### config.mk
export PLATFORM = sky130hd
export DESIGN_NAME = fan_curve_stall_controller_core
export DESIGN_NICKNAME = d
export VERILOG_FILES = /design/src/hdl/fcsc_pkg.sv /design/src/hdl/fcsc_ucode_rom.sv /design/src/hdl/fcsc_sequencer.sv /design/src/hdl/fcsc_datapath.sv /design/src/hdl/fan_curve_stall_controller_core.sv
export SDC_FILE = /design/constraint.sdc
export NUM_CORES = 1
export LEC_CHECK = 0
export ABC_AREA = 1
export BUFFER_PORTS_ARGS = -buffer_cell sky130_fd_sc_hd__buf_2
export CELL_PAD_IN_SITES_DETAIL_PLACEMENT = 0
export CELL_PAD_IN_SITES_GLOBAL_PLACEMENT = 1
export CORE_ASPECT_RATIO = 1.5
export CORE_UTILIZATION = 42
export CTS_CLUSTER_DIAMETER = 150
export DETAILED_ROUTE_END_ITERATION = 10
export PLACE_DENSITY = 0.82
export SLEW_MARGIN = 5
export SYNTH_ARGS = -nofsm -noshare
export SYNTH_HDL_FRONTEND = slang
export SYNTH_SLANG_ARGS = --single-unit
### constraint.sdc
create_clock -name clk -period 4.51 [get_ports clk]
set_input_delay 0.902 -clock clk [delete_from_list [all_inputs] [get_ports clk]]
set_output_delay 0.902 -clock clk [all_outputs]
set_load 0.05 [all_outputs]
### src/hdl/fcsc_pkg.sv
// Shared types, constants and helper functions of the fan curve controller.
// No dependencies; imported by every module of the block.
`timescale 1ns / 1ps

package fcsc_pkg;

  localparam int CURVE_POINTS_DEF = 5;

  localparam int TEMP_W     = 8;
  localparam int RPM_W      = 16;
  localparam int PCT_W      = 7;
  localparam int TICK_W     = 16;
  localparam int CURVE_W    = 40;
  localparam int CFG_IDX_W  = 3;
  localparam int CFG_DATA_W = 40;
  localparam int STEP_W     = 3;
  localparam int DVD_W      = 14;
  localparam int DIV_CNT_W  = 4;

  localparam logic [PCT_W-1:0] PCT_FULL   = 7'd100;
  localparam logic [PCT_W-1:0] CURVE_FAIL = 7'd97;

  localparam logic [CURVE_W-1:0] TEMPS_RST    = 40'd258455311360;
  localparam logic [CURVE_W-1:0] PERCENTS_RST = 40'd431009633300;
  localparam logic [RPM_W-1:0]   STALL_RPM_RST  = 16'd140;
  localparam logic [PCT_W-1:0]   OFF_PCT_RST    = 7'd5;
  localparam logic [TICK_W-1:0]  START_TICKS_RST = 16'd1000;
  localparam logic [TICK_W-1:0]  WAIT_TICKS_RST  = 16'd3000;

  // Configuration register indexes
  localparam logic [CFG_IDX_W-1:0] CFG_CURVE_TEMPS    = 3'd0;
  localparam logic [CFG_IDX_W-1:0] CFG_CURVE_PERCENTS = 3'd1;
  localparam logic [CFG_IDX_W-1:0] CFG_STALL_RPM      = 3'd2;
  localparam logic [CFG_IDX_W-1:0] CFG_OFF_PERCENT    = 3'd3;
  localparam logic [CFG_IDX_W-1:0] CFG_START_TICKS    = 3'd4;
  localparam logic [CFG_IDX_W-1:0] CFG_STALL_WAIT     = 3'd5;

  // Microcode step addresses
  localparam logic [STEP_W-1:0] S_IDLE   = 3'd0;
  localparam logic [STEP_W-1:0] S_ENDS   = 3'd1;
  localparam logic [STEP_W-1:0] S_SCAN   = 3'd2;
  localparam logic [STEP_W-1:0] S_MUL    = 3'd3;
  localparam logic [STEP_W-1:0] S_DIV    = 3'd4;
  localparam logic [STEP_W-1:0] S_FINISH = 3'd5;
  localparam logic [STEP_W-1:0] S_MODE   = 3'd6;

  typedef enum logic [1:0] {
    MODE_OFF   = 2'd0,
    MODE_STALL = 2'd1,
    MODE_START = 2'd2,
    MODE_ON    = 2'd3
  } mode_t;

  typedef enum logic [2:0] {
    OP_ACCEPT,
    OP_ENDS,
    OP_SCAN,
    OP_MUL,
    OP_DIV,
    OP_FINISH,
    OP_MODE
  } op_t;

  typedef enum logic [2:0] {
    C_ALWAYS,
    C_IN_VALID,
    C_ENDS_HIT,
    C_SCAN_END,
    C_NO_SEG,
    C_DIV_DONE,
    C_OUT_FREE
  } cond_t;

  typedef struct packed {
    op_t               op;
    cond_t             cond;
    logic [STEP_W-1:0] jump_t;
    logic [STEP_W-1:0] jump_f;
  } ucode_t;

  typedef struct packed {
    logic in_valid;
    logic ends_hit;
    logic scan_end;
    logic no_seg;
    logic div_done;
    logic out_free;
  } flags_t;

  typedef struct packed {
    logic [CURVE_W-1:0] curve_temps;
    logic [CURVE_W-1:0] curve_percents;
    logic [RPM_W-1:0]   stall_rpm;
    logic [PCT_W-1:0]   off_percent;
    logic [TICK_W-1:0]  start_ticks;
    logic [TICK_W-1:0]  stall_wait_ticks;
  } cfg_t;

  // Byte i of a curve register, clamped to 100; bytes past the register read 0.
  function automatic logic [PCT_W-1:0] curve_byte(input logic [CURVE_W-1:0] r,
                                                  input logic [2:0] i);
    logic [63:0] w;
    logic [7:0]  v;
    w = {24'd0, r};
    v = w[{i, 3'b000} +: 8];
    if (v > 8'd100) begin
      return PCT_FULL;
    end
    return v[PCT_W-1:0];
  endfunction

endpackage

### src/hdl/fcsc_ucode_rom.sv
// Control store of the fan curve controller: one control word per step.
// Depends on fcsc_pkg.
`timescale 1ns / 1ps

module fcsc_ucode_rom
  import fcsc_pkg::*;
(
  input  logic [STEP_W-1:0] step,
  output ucode_t            word
);

  always_comb begin
    case (step)
      S_IDLE:   word = '{op: OP_ACCEPT, cond: C_IN_VALID, jump_t: S_ENDS,   jump_f: S_IDLE};
      S_ENDS:   word = '{op: OP_ENDS,   cond: C_ENDS_HIT, jump_t: S_MODE,   jump_f: S_SCAN};
      S_SCAN:   word = '{op: OP_SCAN,   cond: C_SCAN_END, jump_t: S_MUL,    jump_f: S_SCAN};
      S_MUL:    word = '{op: OP_MUL,    cond: C_NO_SEG,   jump_t: S_MODE,   jump_f: S_DIV};
      S_DIV:    word = '{op: OP_DIV,    cond: C_DIV_DONE, jump_t: S_FINISH, jump_f: S_DIV};
      S_FINISH: word = '{op: OP_FINISH, cond: C_ALWAYS,   jump_t: S_MODE,   jump_f: S_MODE};
      S_MODE:   word = '{op: OP_MODE,   cond: C_OUT_FREE, jump_t: S_IDLE,   jump_f: S_MODE};
      default:  word = '{op: OP_ACCEPT, cond: C_ALWAYS,   jump_t: S_IDLE,   jump_f: S_IDLE};
    endcase
  end

endmodule

### src/hdl/fcsc_sequencer.sv
// Step counter of the fan curve controller: picks the next step from the
// control word's condition and jump targets. Depends on fcsc_pkg.
`timescale 1ns / 1ps

module fcsc_sequencer
  import fcsc_pkg::*;
(
  input  logic              clk,
  input  logic              rst,
  input  ucode_t            word,
  input  flags_t            flags,
  output logic [STEP_W-1:0] step
);

  logic taken;

  always_comb begin
    case (word.cond)
      C_ALWAYS:   taken = 1'b1;
      C_IN_VALID: taken = flags.in_valid;
      C_ENDS_HIT: taken = flags.ends_hit;
      C_SCAN_END: taken = flags.scan_end;
      C_NO_SEG:   taken = flags.no_seg;
      C_DIV_DONE: taken = flags.div_done;
      C_OUT_FREE: taken = flags.out_free;
      default:    taken = 1'b1;
    endcase
  end

  always_ff @(posedge clk) begin
    if (rst) begin
      step <= S_IDLE;
    end else begin
      step <= taken ? word.jump_t : word.jump_f;
    end
  end

endmodule

### src/hdl/fcsc_datapath.sv
// Datapath of the fan curve controller: curve lookup, serial divider, mode
// machine and output register, driven by the control word. Depends on fcsc_pkg.
`timescale 1ns / 1ps

module fcsc_datapath
  import fcsc_pkg::*;
#(
  parameter int CURVE_POINTS = CURVE_POINTS_DEF
) (
  input  logic              clk,
  input  logic              rst,
  input  cfg_t              cfg,
  input  ucode_t            word,
  input  logic              in_valid,
  input  logic [TEMP_W-1:0] in_temperature,
  input  logic [RPM_W-1:0]  in_measured_rpm,
  output logic              in_ready,
  output flags_t            flags,
  output logic              out_valid,
  input  logic              out_ready,
  output logic [PCT_W-1:0]  out_duty_percent,
  output logic [1:0]        out_mode,
  output logic [PCT_W-1:0]  out_curve_speed
);

  localparam int IDX_W = $clog2(CURVE_POINTS);
  localparam logic [IDX_W-1:0] IDX_LAST = IDX_W'(CURVE_POINTS - 2);
  localparam logic [2:0]       PT_LAST  = 3'(CURVE_POINTS - 1);

  logic [TEMP_W-1:0]    temp;
  logic [RPM_W-1:0]     rpm;
  logic [IDX_W-1:0]     idx;
  logic                 seg_found;
  logic [PCT_W-1:0]     p0;
  logic                 dp_neg;
  logic [PCT_W-1:0]     dp_mag;
  logic [PCT_W-1:0]     dt;
  logic [PCT_W-1:0]     den;
  logic [DVD_W-1:0]     dvd;
  logic [7:0]           rem;
  logic [DIV_CNT_W-1:0] div_cnt;
  logic [PCT_W-1:0]     curve;
  mode_t                mode;
  logic [TICK_W-1:0]    tick;

  logic [PCT_W-1:0] t_first, t_last, p_first;
  logic [PCT_W-1:0] ta, tb, pa, pb;
  logic [2:0]       idx3;
  logic             seg_hit, seg_last, accept, out_free;
  logic [7:0]       rem_sh;
  logic [7:0]       q_adj;
  mode_t            mode_next;
  logic [TICK_W-1:0] tick_next;
  logic [TICK_W:0]  cnt;
  logic [PCT_W-1:0] duty;

  assign idx3    = 3'(idx);
  assign t_first = curve_byte(cfg.curve_temps, 3'd0);
  assign p_first = curve_byte(cfg.curve_percents, 3'd0);
  assign t_last  = curve_byte(cfg.curve_temps, PT_LAST);
  assign ta      = curve_byte(cfg.curve_temps, idx3);
  assign tb      = curve_byte(cfg.curve_temps, idx3 + 3'd1);
  assign pa      = curve_byte(cfg.curve_percents, idx3);
  assign pb      = curve_byte(cfg.curve_percents, idx3 + 3'd1);

  assign seg_hit  = (temp > {1'b0, ta}) && (temp <= {1'b0, tb});
  assign seg_last = (idx == IDX_LAST);
  assign in_ready = (word.op == OP_ACCEPT);
  assign accept   = in_valid && in_ready;
  assign out_free = !out_valid || out_ready;
  assign rem_sh   = {rem[6:0], dvd[DVD_W-1]};
  assign q_adj    = {1'b0, dvd[PCT_W-1:0]} + {7'd0, (dp_neg && (rem != 8'd0))};

  assign flags.in_valid = in_valid;
  assign flags.ends_hit = (temp <= {1'b0, t_first}) || (temp > {1'b0, t_last});
  assign flags.scan_end = seg_hit || seg_last;
  assign flags.no_seg   = !seg_found;
  assign flags.div_done = (div_cnt == DIV_CNT_W'(DVD_W - 1));
  assign flags.out_free = out_free;

  // Mode machine for the current tick
  always_comb begin
    mode_next = mode;
    tick_next = tick;
    duty      = '0;
    cnt       = {1'b0, tick} + 17'd1;
    case (mode)
      MODE_OFF: begin
        if (curve != '0) begin
          mode_next = MODE_START;
        end
      end
      MODE_START: begin
        duty = PCT_FULL;
        if (cnt >= {1'b0, cfg.start_ticks}) begin
          mode_next = MODE_ON;
        end else begin
          tick_next = cnt[TICK_W-1:0];
        end
      end
      MODE_ON: begin
        duty = curve;
        if (curve < cfg.off_percent) begin
          mode_next = MODE_OFF;
        end
        // stall wins over off
        if (rpm < cfg.stall_rpm) begin
          mode_next = MODE_STALL;
        end
      end
      MODE_STALL: begin
        if (cnt >= {1'b0, cfg.stall_wait_ticks}) begin
          mode_next = MODE_START;
        end else begin
          tick_next = cnt[TICK_W-1:0];
        end
      end
      default: begin
        mode_next = MODE_OFF;
      end
    endcase
    if (mode_next != mode) begin
      tick_next = '0;
    end
  end

  always_ff @(posedge clk) begin
    case (word.op)
      OP_ACCEPT: begin
        if (accept) begin
          temp      <= in_temperature;
          rpm       <= in_measured_rpm;
          idx       <= '0;
          seg_found <= 1'b0;
        end
      end
      OP_ENDS: begin
        // fail-on value stands unless an end or a segment hits
        if (temp <= {1'b0, t_first}) begin
          curve <= p_first;
        end else if (temp > {1'b0, t_last}) begin
          curve <= PCT_FULL;
        end else begin
          curve <= CURVE_FAIL;
        end
      end
      OP_SCAN: begin
        if (seg_hit) begin
          seg_found <= 1'b1;
          p0        <= pa;
          den       <= tb - ta;
          dt        <= temp[PCT_W-1:0] - ta;
          dp_neg    <= (pb < pa);
          dp_mag    <= (pb < pa) ? (pa - pb) : (pb - pa);
        end else if (!seg_last) begin
          idx <= idx + IDX_W'(1);
        end
      end
      OP_MUL: begin
        dvd     <= DVD_W'(dt) * DVD_W'(dp_mag);
        rem     <= '0;
        div_cnt <= '0;
      end
      OP_DIV: begin
        // restoring division, one quotient bit per step
        if (rem_sh >= {1'b0, den}) begin
          rem <= rem_sh - {1'b0, den};
          dvd <= {dvd[DVD_W-2:0], 1'b1};
        end else begin
          rem <= rem_sh;
          dvd <= {dvd[DVD_W-2:0], 1'b0};
        end
        div_cnt <= div_cnt + DIV_CNT_W'(1);
      end
      OP_FINISH: begin
        // floor on a falling segment: round the magnitude up
        curve <= dp_neg ? (p0 - q_adj[PCT_W-1:0]) : (p0 + q_adj[PCT_W-1:0]);
      end
      OP_MODE: begin
        if (out_free) begin
          out_duty_percent <= duty;
          out_mode         <= mode_next;
          out_curve_speed  <= curve;
        end
      end
      default: begin
      end
    endcase
  end

  always_ff @(posedge clk) begin
    if (rst) begin
      mode      <= MODE_OFF;
      tick      <= '0;
      out_valid <= 1'b0;
    end else begin
      if (word.op == OP_MODE && out_free) begin
        mode      <= mode_next;
        tick      <= tick_next;
        out_valid <= 1'b1;
      end else if (out_ready) begin
        out_valid <= 1'b0;
      end
    end
  end

endmodule

### src/hdl/fan_curve_stall_controller_core.sv
// Fan controller with a five-point temperature curve and stall restart: one
// input word per sample tick yields one output word with duty, mode and curve
// speed. For each item the sequencer scans one curve segment a cycle and then
// runs a 14-step serial divider for the interpolation; a point outside the
// curve skips both.
// The output register lets the next tick be taken while a result waits.
// Depends on fcsc_pkg, fcsc_ucode_rom, fcsc_sequencer and fcsc_datapath.
`timescale 1ns / 1ps

module fan_curve_stall_controller_core
  import fcsc_pkg::*;
#(
  parameter int CURVE_POINTS = CURVE_POINTS_DEF
) (
  input  logic                  clk,
  input  logic                  rst,
  input  logic                  cfg_we,
  input  logic [CFG_IDX_W-1:0]  cfg_index,
  input  logic [CFG_DATA_W-1:0] cfg_data,
  input  logic                  s_axis_tvalid,
  output logic                  s_axis_tready,
  input  logic [23:0]           s_axis_tdata,  // temperature[7:0], measured_rpm[23:8]
  output logic                  m_axis_tvalid,
  input  logic                  m_axis_tready,
  output logic [15:0]           m_axis_tdata   // duty_percent[6:0], mode[8:7], curve_speed[15:9]
);

  cfg_t              cfg;
  ucode_t            word;
  flags_t            flags;
  logic [STEP_W-1:0] step;
  logic [PCT_W-1:0]  duty;
  logic [1:0]        mode;
  logic [PCT_W-1:0]  curve;

  always_ff @(posedge clk) begin
    if (rst) begin
      cfg.curve_temps      <= TEMPS_RST;
      cfg.curve_percents   <= PERCENTS_RST;
      cfg.stall_rpm        <= STALL_RPM_RST;
      cfg.off_percent      <= OFF_PCT_RST;
      cfg.start_ticks      <= START_TICKS_RST;
      cfg.stall_wait_ticks <= WAIT_TICKS_RST;
    end else if (cfg_we) begin
      case (cfg_index)
        CFG_CURVE_TEMPS:    cfg.curve_temps      <= cfg_data[CURVE_W-1:0];
        CFG_CURVE_PERCENTS: cfg.curve_percents   <= cfg_data[CURVE_W-1:0];
        CFG_STALL_RPM:      cfg.stall_rpm        <= cfg_data[RPM_W-1:0];
        CFG_OFF_PERCENT:    cfg.off_percent      <= cfg_data[PCT_W-1:0];
        CFG_START_TICKS:    cfg.start_ticks      <= cfg_data[TICK_W-1:0];
        CFG_STALL_WAIT:     cfg.stall_wait_ticks <= cfg_data[TICK_W-1:0];
        default: begin
        end
      endcase
    end
  end

  fcsc_ucode_rom u_rom (
    .step (step),
    .word (word)
  );

  fcsc_sequencer u_seq (
    .clk   (clk),
    .rst   (rst),
    .word  (word),
    .flags (flags),
    .step  (step)
  );

  fcsc_datapath #(
    .CURVE_POINTS (CURVE_POINTS)
  ) u_dp (
    .clk              (clk),
    .rst              (rst),
    .cfg              (cfg),
    .word             (word),
    .in_valid         (s_axis_tvalid),
    .in_temperature   (s_axis_tdata[7:0]),
    .in_measured_rpm  (s_axis_tdata[23:8]),
    .in_ready         (s_axis_tready),
    .flags            (flags),
    .out_valid        (m_axis_tvalid),
    .out_ready        (m_axis_tready),
    .out_duty_percent (duty),
    .out_mode         (mode),
    .out_curve_speed  (curve)
  );

  assign m_axis_tdata = {curve, mode, duty};

endmodule

# After elaboration in Yosys (flattened, before gate mapping)
# Index checks and enable logic that the tools add are counted.
[op_classes]
addsub = 11
multipliers = 1
n_lt_le_gt_ge = 17
eq_ne = 35
shift = 4
mux = 54
n_reduce_logical = 32
[op_table]
columns = ["cell", "n"]
rows = [
  ["variable part select 64 x 7 -> 8 bit", 4],
  ["2-to-1 mux 7 bit", 17],
  ["case mux 12 bit (7 select lines)", 1],
  ["greater-than comparator 8 x 7 -> 1 bit, second input constant", 7],
  ["2-to-1 mux 16 bit", 3],
  ["subtractor 7 bit", 5],
  ["greater-or-equal comparator 17 x 16 -> 1 bit", 2],
  ["equality test 3 bit, second input constant", 11],
  ["case mux 16 bit (2 select lines)", 1],
  ["case mux 14 bit (2 select lines)", 1],
  ["case mux 7 bit (2 select lines)", 2],
  ["equality test 3 x 2 -> 1 bit, second input constant", 9],
  ["AND reduction 2 bit", 9],
  ["adder 16 x 1 -> 17 bit, second input constant", 1],
  ["greater-than comparator 8 x 7 -> 1 bit", 2],
  ["<= comparator 8 x 7 -> 1 bit", 2],
  ["< comparator 16 bit", 1],
  ["case mux 8 bit (2 select lines)", 1],
  ["2-to-1 mux 3 bit", 5],
  ["< comparator 7 bit", 2],
  ["multiplier 7 x 7 -> 14 bit", 1],
  ["equality test 3 x 1 -> 1 bit, second input constant", 4],
  ["2-to-1 mux 1 bit", 12],
  ["2-to-1 mux 2 bit", 5],
  ["other kinds (30)", 46],
]
[word_totals]
regBits = 263
input_bits = 72
out_inout_bits = 18
word_cells = 180

# Logic depth before layout (Yosys ltp)
# Gate-level depths: netlist of the first run.
[logic_depth]
word_depth = 10
ltp_mapped = 31
mapped_depth_nobuf = 29

# Cells and area by module
# A second synthesis of the first run with hierarchy kept.
[unflattened]
hier_cells = 2425
hier_area_um2 = 17661.9
[modules_own_cells]
columns = ["module", "instances", "cells_each", "area_each_um2"]
rows = [
  ["fcsc_datapath", 1, 1632, 12155.4],
  ["fan_curve_stall_controller_core", 1, 738, 5185.0],
  ["fcsc_sequencer", 1, 32, 203.9],
  ["fcsc_ucode_rom", 1, 23, 117.6],
]

# Worst setup path after synthesis of the first run
# OpenSTA, ideal clock, no wires.
[synth_path]
path_kind = "reg-to-reg"
startpoint = "register u_dp.idx[2]"
endpoint = "register u_dp.den[0], enable pin"
t_arrival_ns = 4.429
required_ns = 4.095
setup_slack_ns = -0.334
stages_incl_launch_ff = 27
path_buffers = 3
path_cell_list = "edfxtp_1 > clkinv_1 > clkbuf_1 > ha_1 > clkbuf_1 > nor2_1 > nand2_1 > clkbuf_1 > o21ai_0 > inv_1 > nand3_1 > nand3_1 > nand2_1 > inv_1 > nand2_1 > ha_1 > inv_1 > nor2_1 > o21ai_0 > nand2_1 > nand3_1 > nand2_1 > a21oi_1 > nor2_1 > nor2_1 > nand2_1 > nor2_1"
[synth_via]
elab_chain_len = 8
[synth_lines]
columns = ["item", "line", "source"]
rows = [
  ["from (decl)", "fcsc_datapath.sv:32", "logic [IDX_W-1:0] idx;"],
  ["from (signal assigned)", "fcsc_datapath.sv:156", "idx <= idx + IDX_W'(1);"],
  ["adder 3 x 1 -> 3 bit", "fcsc_datapath.sv:62", "assign tb = curve_byte(cfg.curve_temps, idx3 + 3'd1);"],
  ["variable part select 64 x 7 -> 8 bit", "fcsc_pkg.sv:105", "v = w[{i, 3'b000} +: 8];"],
  ["greater-than comparator 8 x 7 -> 1 bit", "fcsc_pkg.sv:106", "if (v > 8'd100) begin"],
  ["2-to-1 mux 1 bit", "fcsc_pkg.sv:106", ""],
  ["2-to-1 mux 7 bit", "fcsc_pkg.sv:109", "return v[PCT_W-1:0];"],
  ["<= comparator 8 x 7 -> 1 bit", "fcsc_datapath.sv:66", "assign seg_hit = (temp > {1'b0, ta}) && (temp <= {1'b0, tb});"],
  ["logical AND 1 bit (*)", "fcsc_datapath.sv:66", ""],
  ["AND reduction 2 bit (no source line) (*)", "--", ""],
  ["to (signal assigned)", "fcsc_datapath.sv:151", "den <= tb - ta;"],
  ["to (decl)", "fcsc_datapath.sv:38", "logic [PCT_W-1:0] den;"],
]
# Mark *: on every way between the ends. The rest lies on a longest branch, timed or not.
# A chain may end at the register's enable or synchronous reset.

# Worst setup path after layout of the first run
[layout_path]
startpoint = "register u_dp.dp_mag[3]"
endpoint = "register u_dp.dvd[12] (data pin)"
[layout_via]
elab_chain_len = 2
[layout_lines]
columns = ["item", "line", "source"]
rows = [
  ["from (decl)", "fcsc_datapath.sv:36", "logic [PCT_W-1:0] dp_mag;"],
  ["from (signal assigned)", "fcsc_datapath.sv:154", "dp_mag <= (pb < pa) ? (pa - pb) : (pb - pa);"],
  ["multiplier 7 x 7 -> 14 bit", "fcsc_datapath.sv:160", "dvd <= DVD_W'(dt) * DVD_W'(dp_mag);"],
  ["case mux 14 bit (2 select lines)", "fcsc_datapath.sv:128", "case (word.op)"],
  ["to (signal assigned)", "fcsc_datapath.sv:160", ""],
  ["to (signal assigned)", "fcsc_datapath.sv:168", "dvd <= {dvd[DVD_W-2:0], 1'b1};"],
  ["to (signal assigned)", "fcsc_datapath.sv:171", "dvd <= {dvd[DVD_W-2:0], 1'b0};"],
  ["to (decl)", "fcsc_datapath.sv:39", "logic [DVD_W-1:0] dvd;"],
]
# Every way passes these cells.

==> flow_summary_export.csv, run 1 <==
group,metric,value,unit
synthesis,yosys.area.top_type,"edfxtp_1",
synthesis,dominantRegCellSynth,"dfxtp_1",
global_routing,antenna_found_initial,4,
synthesis,synth_cell_types,48,
critical_path,worstPathArrival,4630,ps
finish,diodes,0,
critical_path,endpoint_kind,"flip-flop",
floorplan,num_io_pins,90,
global_routing,first_global_vias,14100,
sta,hold_slack,462,ps
finish,final_layout_size_suffix_gt1_share,10.5,%
sta,fin_setup_tns,0,ps
synthesis,synth_simple_gate_area_share,17.9,%
clock_tree,cts.clk_slew.worst_paths,60,ps
detailed_routing,wl,47.0,mm
synthesis,synthTopCellsByArea,"edfxtp_1, dfxtp_1, ha_1",
sta,fin_crit,4300,ps
finish,instances_no_fill,2775,
critical_path,criticalPathCategory,"reg2reg",
detailed_routing,drt-initial-drc-count,747,
global_routing,overflow,0,
synthesis,syn_area,16700,µm²
global_routing,grt_util_all_layers,23.1,%
synthesis,syn_avg_cell_area,7.79,µm²
synthesis,synth_top_area_share,19.1,%
synthesis,synth_nets,2403,
detailed_routing,drc_errors,0,
power,leakage,8.90,nW
detailed_routing,viasPerCell,5.20,
synthesis,netlist_instances,2143,
critical_path,cp_max_fo,5,
place,dp_hpwl,35.6,mm
place,portBuffers,89,
flow_run,max_cap_violations,0,
sta,relSlewSlack,26.5,%
clock_tree,cts_buffers,28,
detailed_routing,vias,14400,
sta,hold_violations,0,
synthesis,synth.top_cells.by_count,"nand2_1, inv_1, o21ai_0",
floorplan,initial_core_util,42.5,%
synthesis,synth_xor_area_share,2.83,%
synthesis,synth_edf_count,106,
worst_hold_path,min_path_type,"reg2reg",
clock_tree,clkSinkCount,263,
place,dp.cells,2718,
sta,fin_skew,13.3,ps
clock_tree,hold_buffers,0,
detailed_routing,drt_pass1_iterations,5,
sta,setup_slack,210,ps
sta,finalMaxSlewViolations,0,
place,gp_congestion,0.913,
finish,final_area,19000,µm²
clock_tree,cts_tree,"built",
synthesis,yosysMostFrequentCell,"nand2_1",
finish,final_core_util,48.3,%
floorplan,core_area,39300,µm²
floorplan,dieArea,40600,µm²
global_routing,grt_max_degree,100,
synthesis,synth_top_family_by_area,"simple AND/OR/NAND/NOR gates",
power,report.power.total,14.7,mW
floorplan,die_width,165,µm
synthesis,synthAdderAreaFrac,15.4,%
place,dp_slack,51.5,ps
clock_tree,h-tree-depth,1,
critical_path,worstPathRequired,4840,ps
place,post_dp_cell_area,18000,µm²
clock_tree,max-clock-path-buffers,3,
clock_tree,worstSkewPairLatency,570,ps
sta,fin_crit_sh,95.3,%
global_routing,grt_pass1_wl,72.5,mm
synthesis,ys.warnings.count,0,
run_status,status,"completed",
detailed_routing,antenna_left,0,
power,vdd_ir_drop_max,1110,µV
detailed_routing,post_drt_wl_per_cell,16.9,µm
synthesis,synth.mux.area_fraction,0.180,%
sta,setup-violations-final,0,
finish,nets,2514,
power,powerDensity,776,nW/µm²
synthesis,ys_ff_latch,263,
critical_path,crit_path_start_kind,"flip-flop",
sta,worst_pin_slew,1100,ps
floorplan,die_h,246,µm
floorplan,rows,89,
sta,max_freq,0.233,GHz
finish,syn2layout_area_growth,13.7,%
synthesis,synth_compound_area_share,16.1,%
synthesis,async_flop_share,0,%
clock_tree,cts_root_buffer,"clkbuf_16",
synthesis,ys_seq_area_share,37.9,%
==> placed cells by master (no fill, tap or decap), types with 7 or more instances in the layout <==
cell type  instances
nand2_1          357
inv_1            336
o21ai_0          225
a21oi_1          193
nor2_1           184
dfxtp_1          157
ha_1             155
edfxtp_1         106
nand3_1          102
buf_2             89
buf_4             63
o211ai_1          40
xor2_1            35
fa_1              30
clkbuf_16         29
xnor2_1           19
nand4_1           16
nor3_1            12
nor2_2            11
nand2_2            7
o21ai_1            7
clkbuf_1           7
clkinv_2           7
==> routing by layer <==
metal  GRT usage, %  up-vias  part of all wire [%]
met5              0        -                 0.085
met4           11.4        8                   5.1
met3           2.53      118                   3.4
met2           43.1      275                    53
met1           25.4     6729                    39
li1               -     7295                     -
==> where the power goes <==
part	total [mW]	internal, mW	switching, mW
clock	2.26	1.26	0.993
combinational	8.99	3.65	5.34
sequential	3.48	3.24	0.233
==> worst paths after layout <==
check	startpoint	to	slack [ps]	cells after the start
max reg2reg	u_dp.dp_mag[3]	u_dp.dvd[12]	210	24
min reg2reg	cfg[50]	cfg[50]	460	2
min	cfg[50]	cfg[50]	460	2
max	u_dp.dp_mag[3]	u_dp.dvd[12]	210	24
==> worst max-delay path, cell delays in order (launching register included) <==
cell and delay, ps:
edfxtp_1 370, buf_4 130, nand2_1 70, fa_1 560, inv_1 50, ha_1 280, inv_1 70, fa_1 440
fa_1 540, inv_1 60, ha_4 250, a21oi_1 140, nand2_1 90, nand2_1 90, nand2_1 80, a21oi_2 170
nor2_1 60, o21ai_1 100, nand2_1 90, nand2_1 60, a21oi_1 70, nor2_1 90, nand2_1 60, nand3_1 80
nand2_1 60
==> final cells by class <==
class / instances / area, µm²
Clock buffer: 39 / 782
Clock inverter: 12 / 96.3
Fill cell: 3876 / 20300
Inverter: 344 / 1290
Multi-Input combinational cell: 1459 / 8830
Sequential cell: 263 / 6330
Tap cell: 500 / 626
Timing Repair Buffer: 158 / 1030
==> registers in the layout, summed over array words and instances, names as in the netlist, 8 cells and up <==
signal     cells
cfg          135
u_dp.rpm      16
u_dp.tick     16
u_dp.dvd      14
u_dp.rem       8
u_dp.temp      8
==> cells by family after synthesis <==
family / after synthesis
and+or+nand+nor: 712
buffers and inverters: 421
xor gates and xnor gates: 54
DFF: 263
muxes: 3
AOI/OAI and AO/OA: 502
adders and majority gates: 188
==> repair_timing <==
| item | in CTS | in global routing |
|---|---|---|
| buffers inserted | 0 | 4 |
| setup endpoints to repair | 0 | 45 |
| gates resized for setup | 0 | 17 |
Power figures use the tool's default switching activity.
==> run 2: changes to the inputs <==
--- a/config.mk
+++ b/config.mk
@@ -10,10 +10,11 @@
 export CELL_PAD_IN_SITES_DETAIL_PLACEMENT = 0
 export CELL_PAD_IN_SITES_GLOBAL_PLACEMENT = 1
 export CORE_ASPECT_RATIO = 1.5
-export CORE_UTILIZATION = 42
+export CORE_UTILIZATION = 50
 export CTS_CLUSTER_DIAMETER = 150
 export DETAILED_ROUTE_END_ITERATION = 10
-export PLACE_DENSITY = 0.82
+export MAX_ROUTING_LAYER = met4
+export PLACE_DENSITY = 0.91
 export SLEW_MARGIN = 5
 export SYNTH_ARGS = -nofsm -noshare
 export SYNTH_HDL_FRONTEND = slang
==> constraint.sdc (replaced) <==
create_clock -name clk -period 5.2 [get_ports clk]
set_input_delay 1.04 -clock clk [delete_from_list [all_inputs] [get_ports clk]]
set_output_delay 1.04 -clock clk [all_outputs]
set_load 0.05 [all_outputs]
==> run 2 against run 1 <==
Effect of this change:
- combinational power down 22%
- final area shrank 2.5%
- global-route usage rose by 4.1 points
- wire length down 4.7%
- critical endpoint is now u_dp.dvd[13]
- largest cell class unchanged
==> flow_summary_export.csv, run 2 (synthesized netlist as in run 1, its figures left out) <==
group,metric,value,unit
run_status,status,"completed",
finish,regMostFlops,"cfg",
power,power_frac_comb,57.8,%
critical_path,crit_path_start_kind,"flip-flop",
place,gp_congestion,0.969,
finish,final_layout_size_suffix_gt1_share,8.23,%
clock_tree,cts_tree,"built",
critical_path,endpoint_kind,"flip-flop",
sta,max_freq,0.212,GHz
global_routing,antenna_found_initial,5,
clock_tree,max-clock-path-buffers,3,
sta,fin_setup_tns,0,ps
detailed_routing,post_drt_wl_per_cell,16.9,µm
finish,final_common_cell,"nand2_1",
critical_path,reg2reg_setup_slack,490,ps
clock_tree,cts_resized,0,
critical_path,r2r_end,"u_dp.dvd[13]",
power,switching_share,45.5,%
clock_tree,h-tree-depth,1,
detailed_routing,wl_met3,1.57,mm
detailed_routing,viasPerCell,5.41,
critical_path,reg2regPathDepth,18,
place,dp_slack,532,ps
floorplan,rows,81,
power,p_int,6.64,mW
place,portBuffers,89,
global_routing,grt_pass1_wl,69.6,mm
global_routing,first_global_vias,13700,
detailed_routing,vias,14300,
floorplan,initial_core_util,51.0,%
detailed_routing,drt_pass1_iterations,5,
worst_hold_path,min_path_type,"reg2reg",
detailed_routing,antenna_left,0,
clock_tree,post_cts_buffers,0,
floorplan,core_area,32700,µm²
sta,fin_crit_sh,90.6,%
critical_path,worstPathArrival,5020,ps
detailed_routing,highest_layer,"met4",
global_routing,grt_util_all_layers,27.2,%
clock_tree,worstSkewPairLatency,560,ps
sta,fin_crit,4710,ps
sta,relSlewSlack,25.5,%
sta,setup-violations-final,0,
critical_path,criticalPathCategory,"reg2reg",
power,seq_power_share,24.9,%
detailed_routing,drt-initial-drc-count,758,
detailed_routing,drc_errors,0,
floorplan,num_io_pins,90,
sta,finalMaxSlewViolations,0,
floorplan,dieArea,34100,µm²
clock_tree,hold_buffers,0,
power,pwr-share-clk,17.3,%
sta,hold_violations,0,
critical_path,timing.rr.start,"u_dp.dp_mag[3]",
sta,setup_slack,489,ps
global_routing,overflow,0,
power,vdd_ir_drop_max,396,µV
global_routing,grt_max_degree,98,
clock_tree,cts_buffers,28,
critical_path,cp_max_fo,7,
detailed_routing,wl_met2,23.9,mm
finish,syn2layout_area_growth,10.9,%
power,powerDensity,658,nW/µm²
finish,final_cell_mix,"nand2_1, inv_1, o21ai_0, a21oi_1, nor2_1",
clock_tree,cts.clk_slew.worst_paths,60,ps
worst_hold_path,min_to,"cfg[20]",
worst_hold_path,holdPathStages,2,
power,leakage,8.68,nW
clock_tree,cts_root_buffer,"clkbuf_16",
flow_run,max_cap_violations,0,
place,dp_hpwl,34.0,mm
detailed_routing,wl,44.7,mm
finish,largest_reg_flops,135,
sta,fin_skew,16.9,ps
clock_tree,clkSinkCount,263,
finish,reg.largest.list,"cfg (135), u_dp.rpm (16), u_dp.tick (16)",
critical_path,worstPathRequired,5510,ps
finish,nets,2462,
detailed_routing,met1_length,17.3,mm
floorplan,die_width,151,µm
power,p_sw,5.55,mW
sta,worst_pin_slew,1110,ps
floorplan,die_h,226,µm
sta,rsz0062_at_grt,"false",
worst_hold_path,min_from,"cfg[20]",
run 2: changes by cell type in the layout (fill, tap and decap cells not counted), moves of 5 or more:
cell	delta
buf_4	-49
o21ai_0	+7
o21ai_1	-7
diode_2	+5
run 2: layout make-up:
type / instances / area (µm²)
fillers: 3102 / 14200
multi-input cells: 1459 / 8770
flip-flops and latches: 263 / 6330
inverters: 344 / 1290
clock buffers: 44 / 886
repair buffers: 106 / 611
well taps: 415 / 519
clock inverters: 8 / 100
diodes: 5 / 12.5
run 2: worst max-delay path by stage:
stage                         startpoint             to
after global placement    u_dp.dp_mag[3]   u_dp.dvd[13]
after global routing         u_dp.idx[1]  u_seq.step[1]
after CTS                 u_dp.dp_mag[3]   u_dp.dvd[13]
after floorplan              u_dp.idx[2]    u_dp.den[0]
final                     u_dp.dp_mag[3]   u_dp.dvd[13]
after detailed placement  u_dp.dp_mag[3]   u_dp.dvd[13]
run 2: power by group through the flow:
stage / registers [mW] / logic (mW) / clock network [mW]
global route: 3.07 / 7.93 / 2.21
detailed placement: 3.08 / 7.04 / 0
CTS: 3.04 / 7.08 / 2.15
global placement: 3.07 / 6.88 / 0
finish: 3.04 / 7.04 / 2.11
floorplan: 3.02 / 5.18 / 0
run 2: stage by stage:
step	hold WS [ps]	util, %	area, µm²	power [mW]	cells
finish	461	56.6	18500	12.2	2644
global route	484	56.6	18500	13.2	2644
CTS	463	56.5	18500	12.3	2639
detailed placement	452	53.5	17500	10.1	2587
global placement	445	53.5	17500	9.95	2587
floorplan	429	-	16700	8.20	2143
run 2: metal layers:
metal / vias up / track usage (%)
met5: - / -
met4: 0 / 11.4
met3: 101 / 2.77
met2: 287 / 50.2
met1: 6719 / 28.9
li1: 7194 / -
run 2: critical path, stage by stage, from the launching register on:
cell and delay [ps]:
edfxtp_1 490, nand2_1 120, inv_1 60, fa_1 520, inv_1 50, fa_1 500
fa_1 550, inv_1 50, fa_1 490, ha_1 360, a21oi_1 180, o21ai_0 100
a21oi_1 190, o21ai_0 160, a21oi_1 150, o21bai_1 80, or2_2 280, nand3_1 70
nand2_1 60
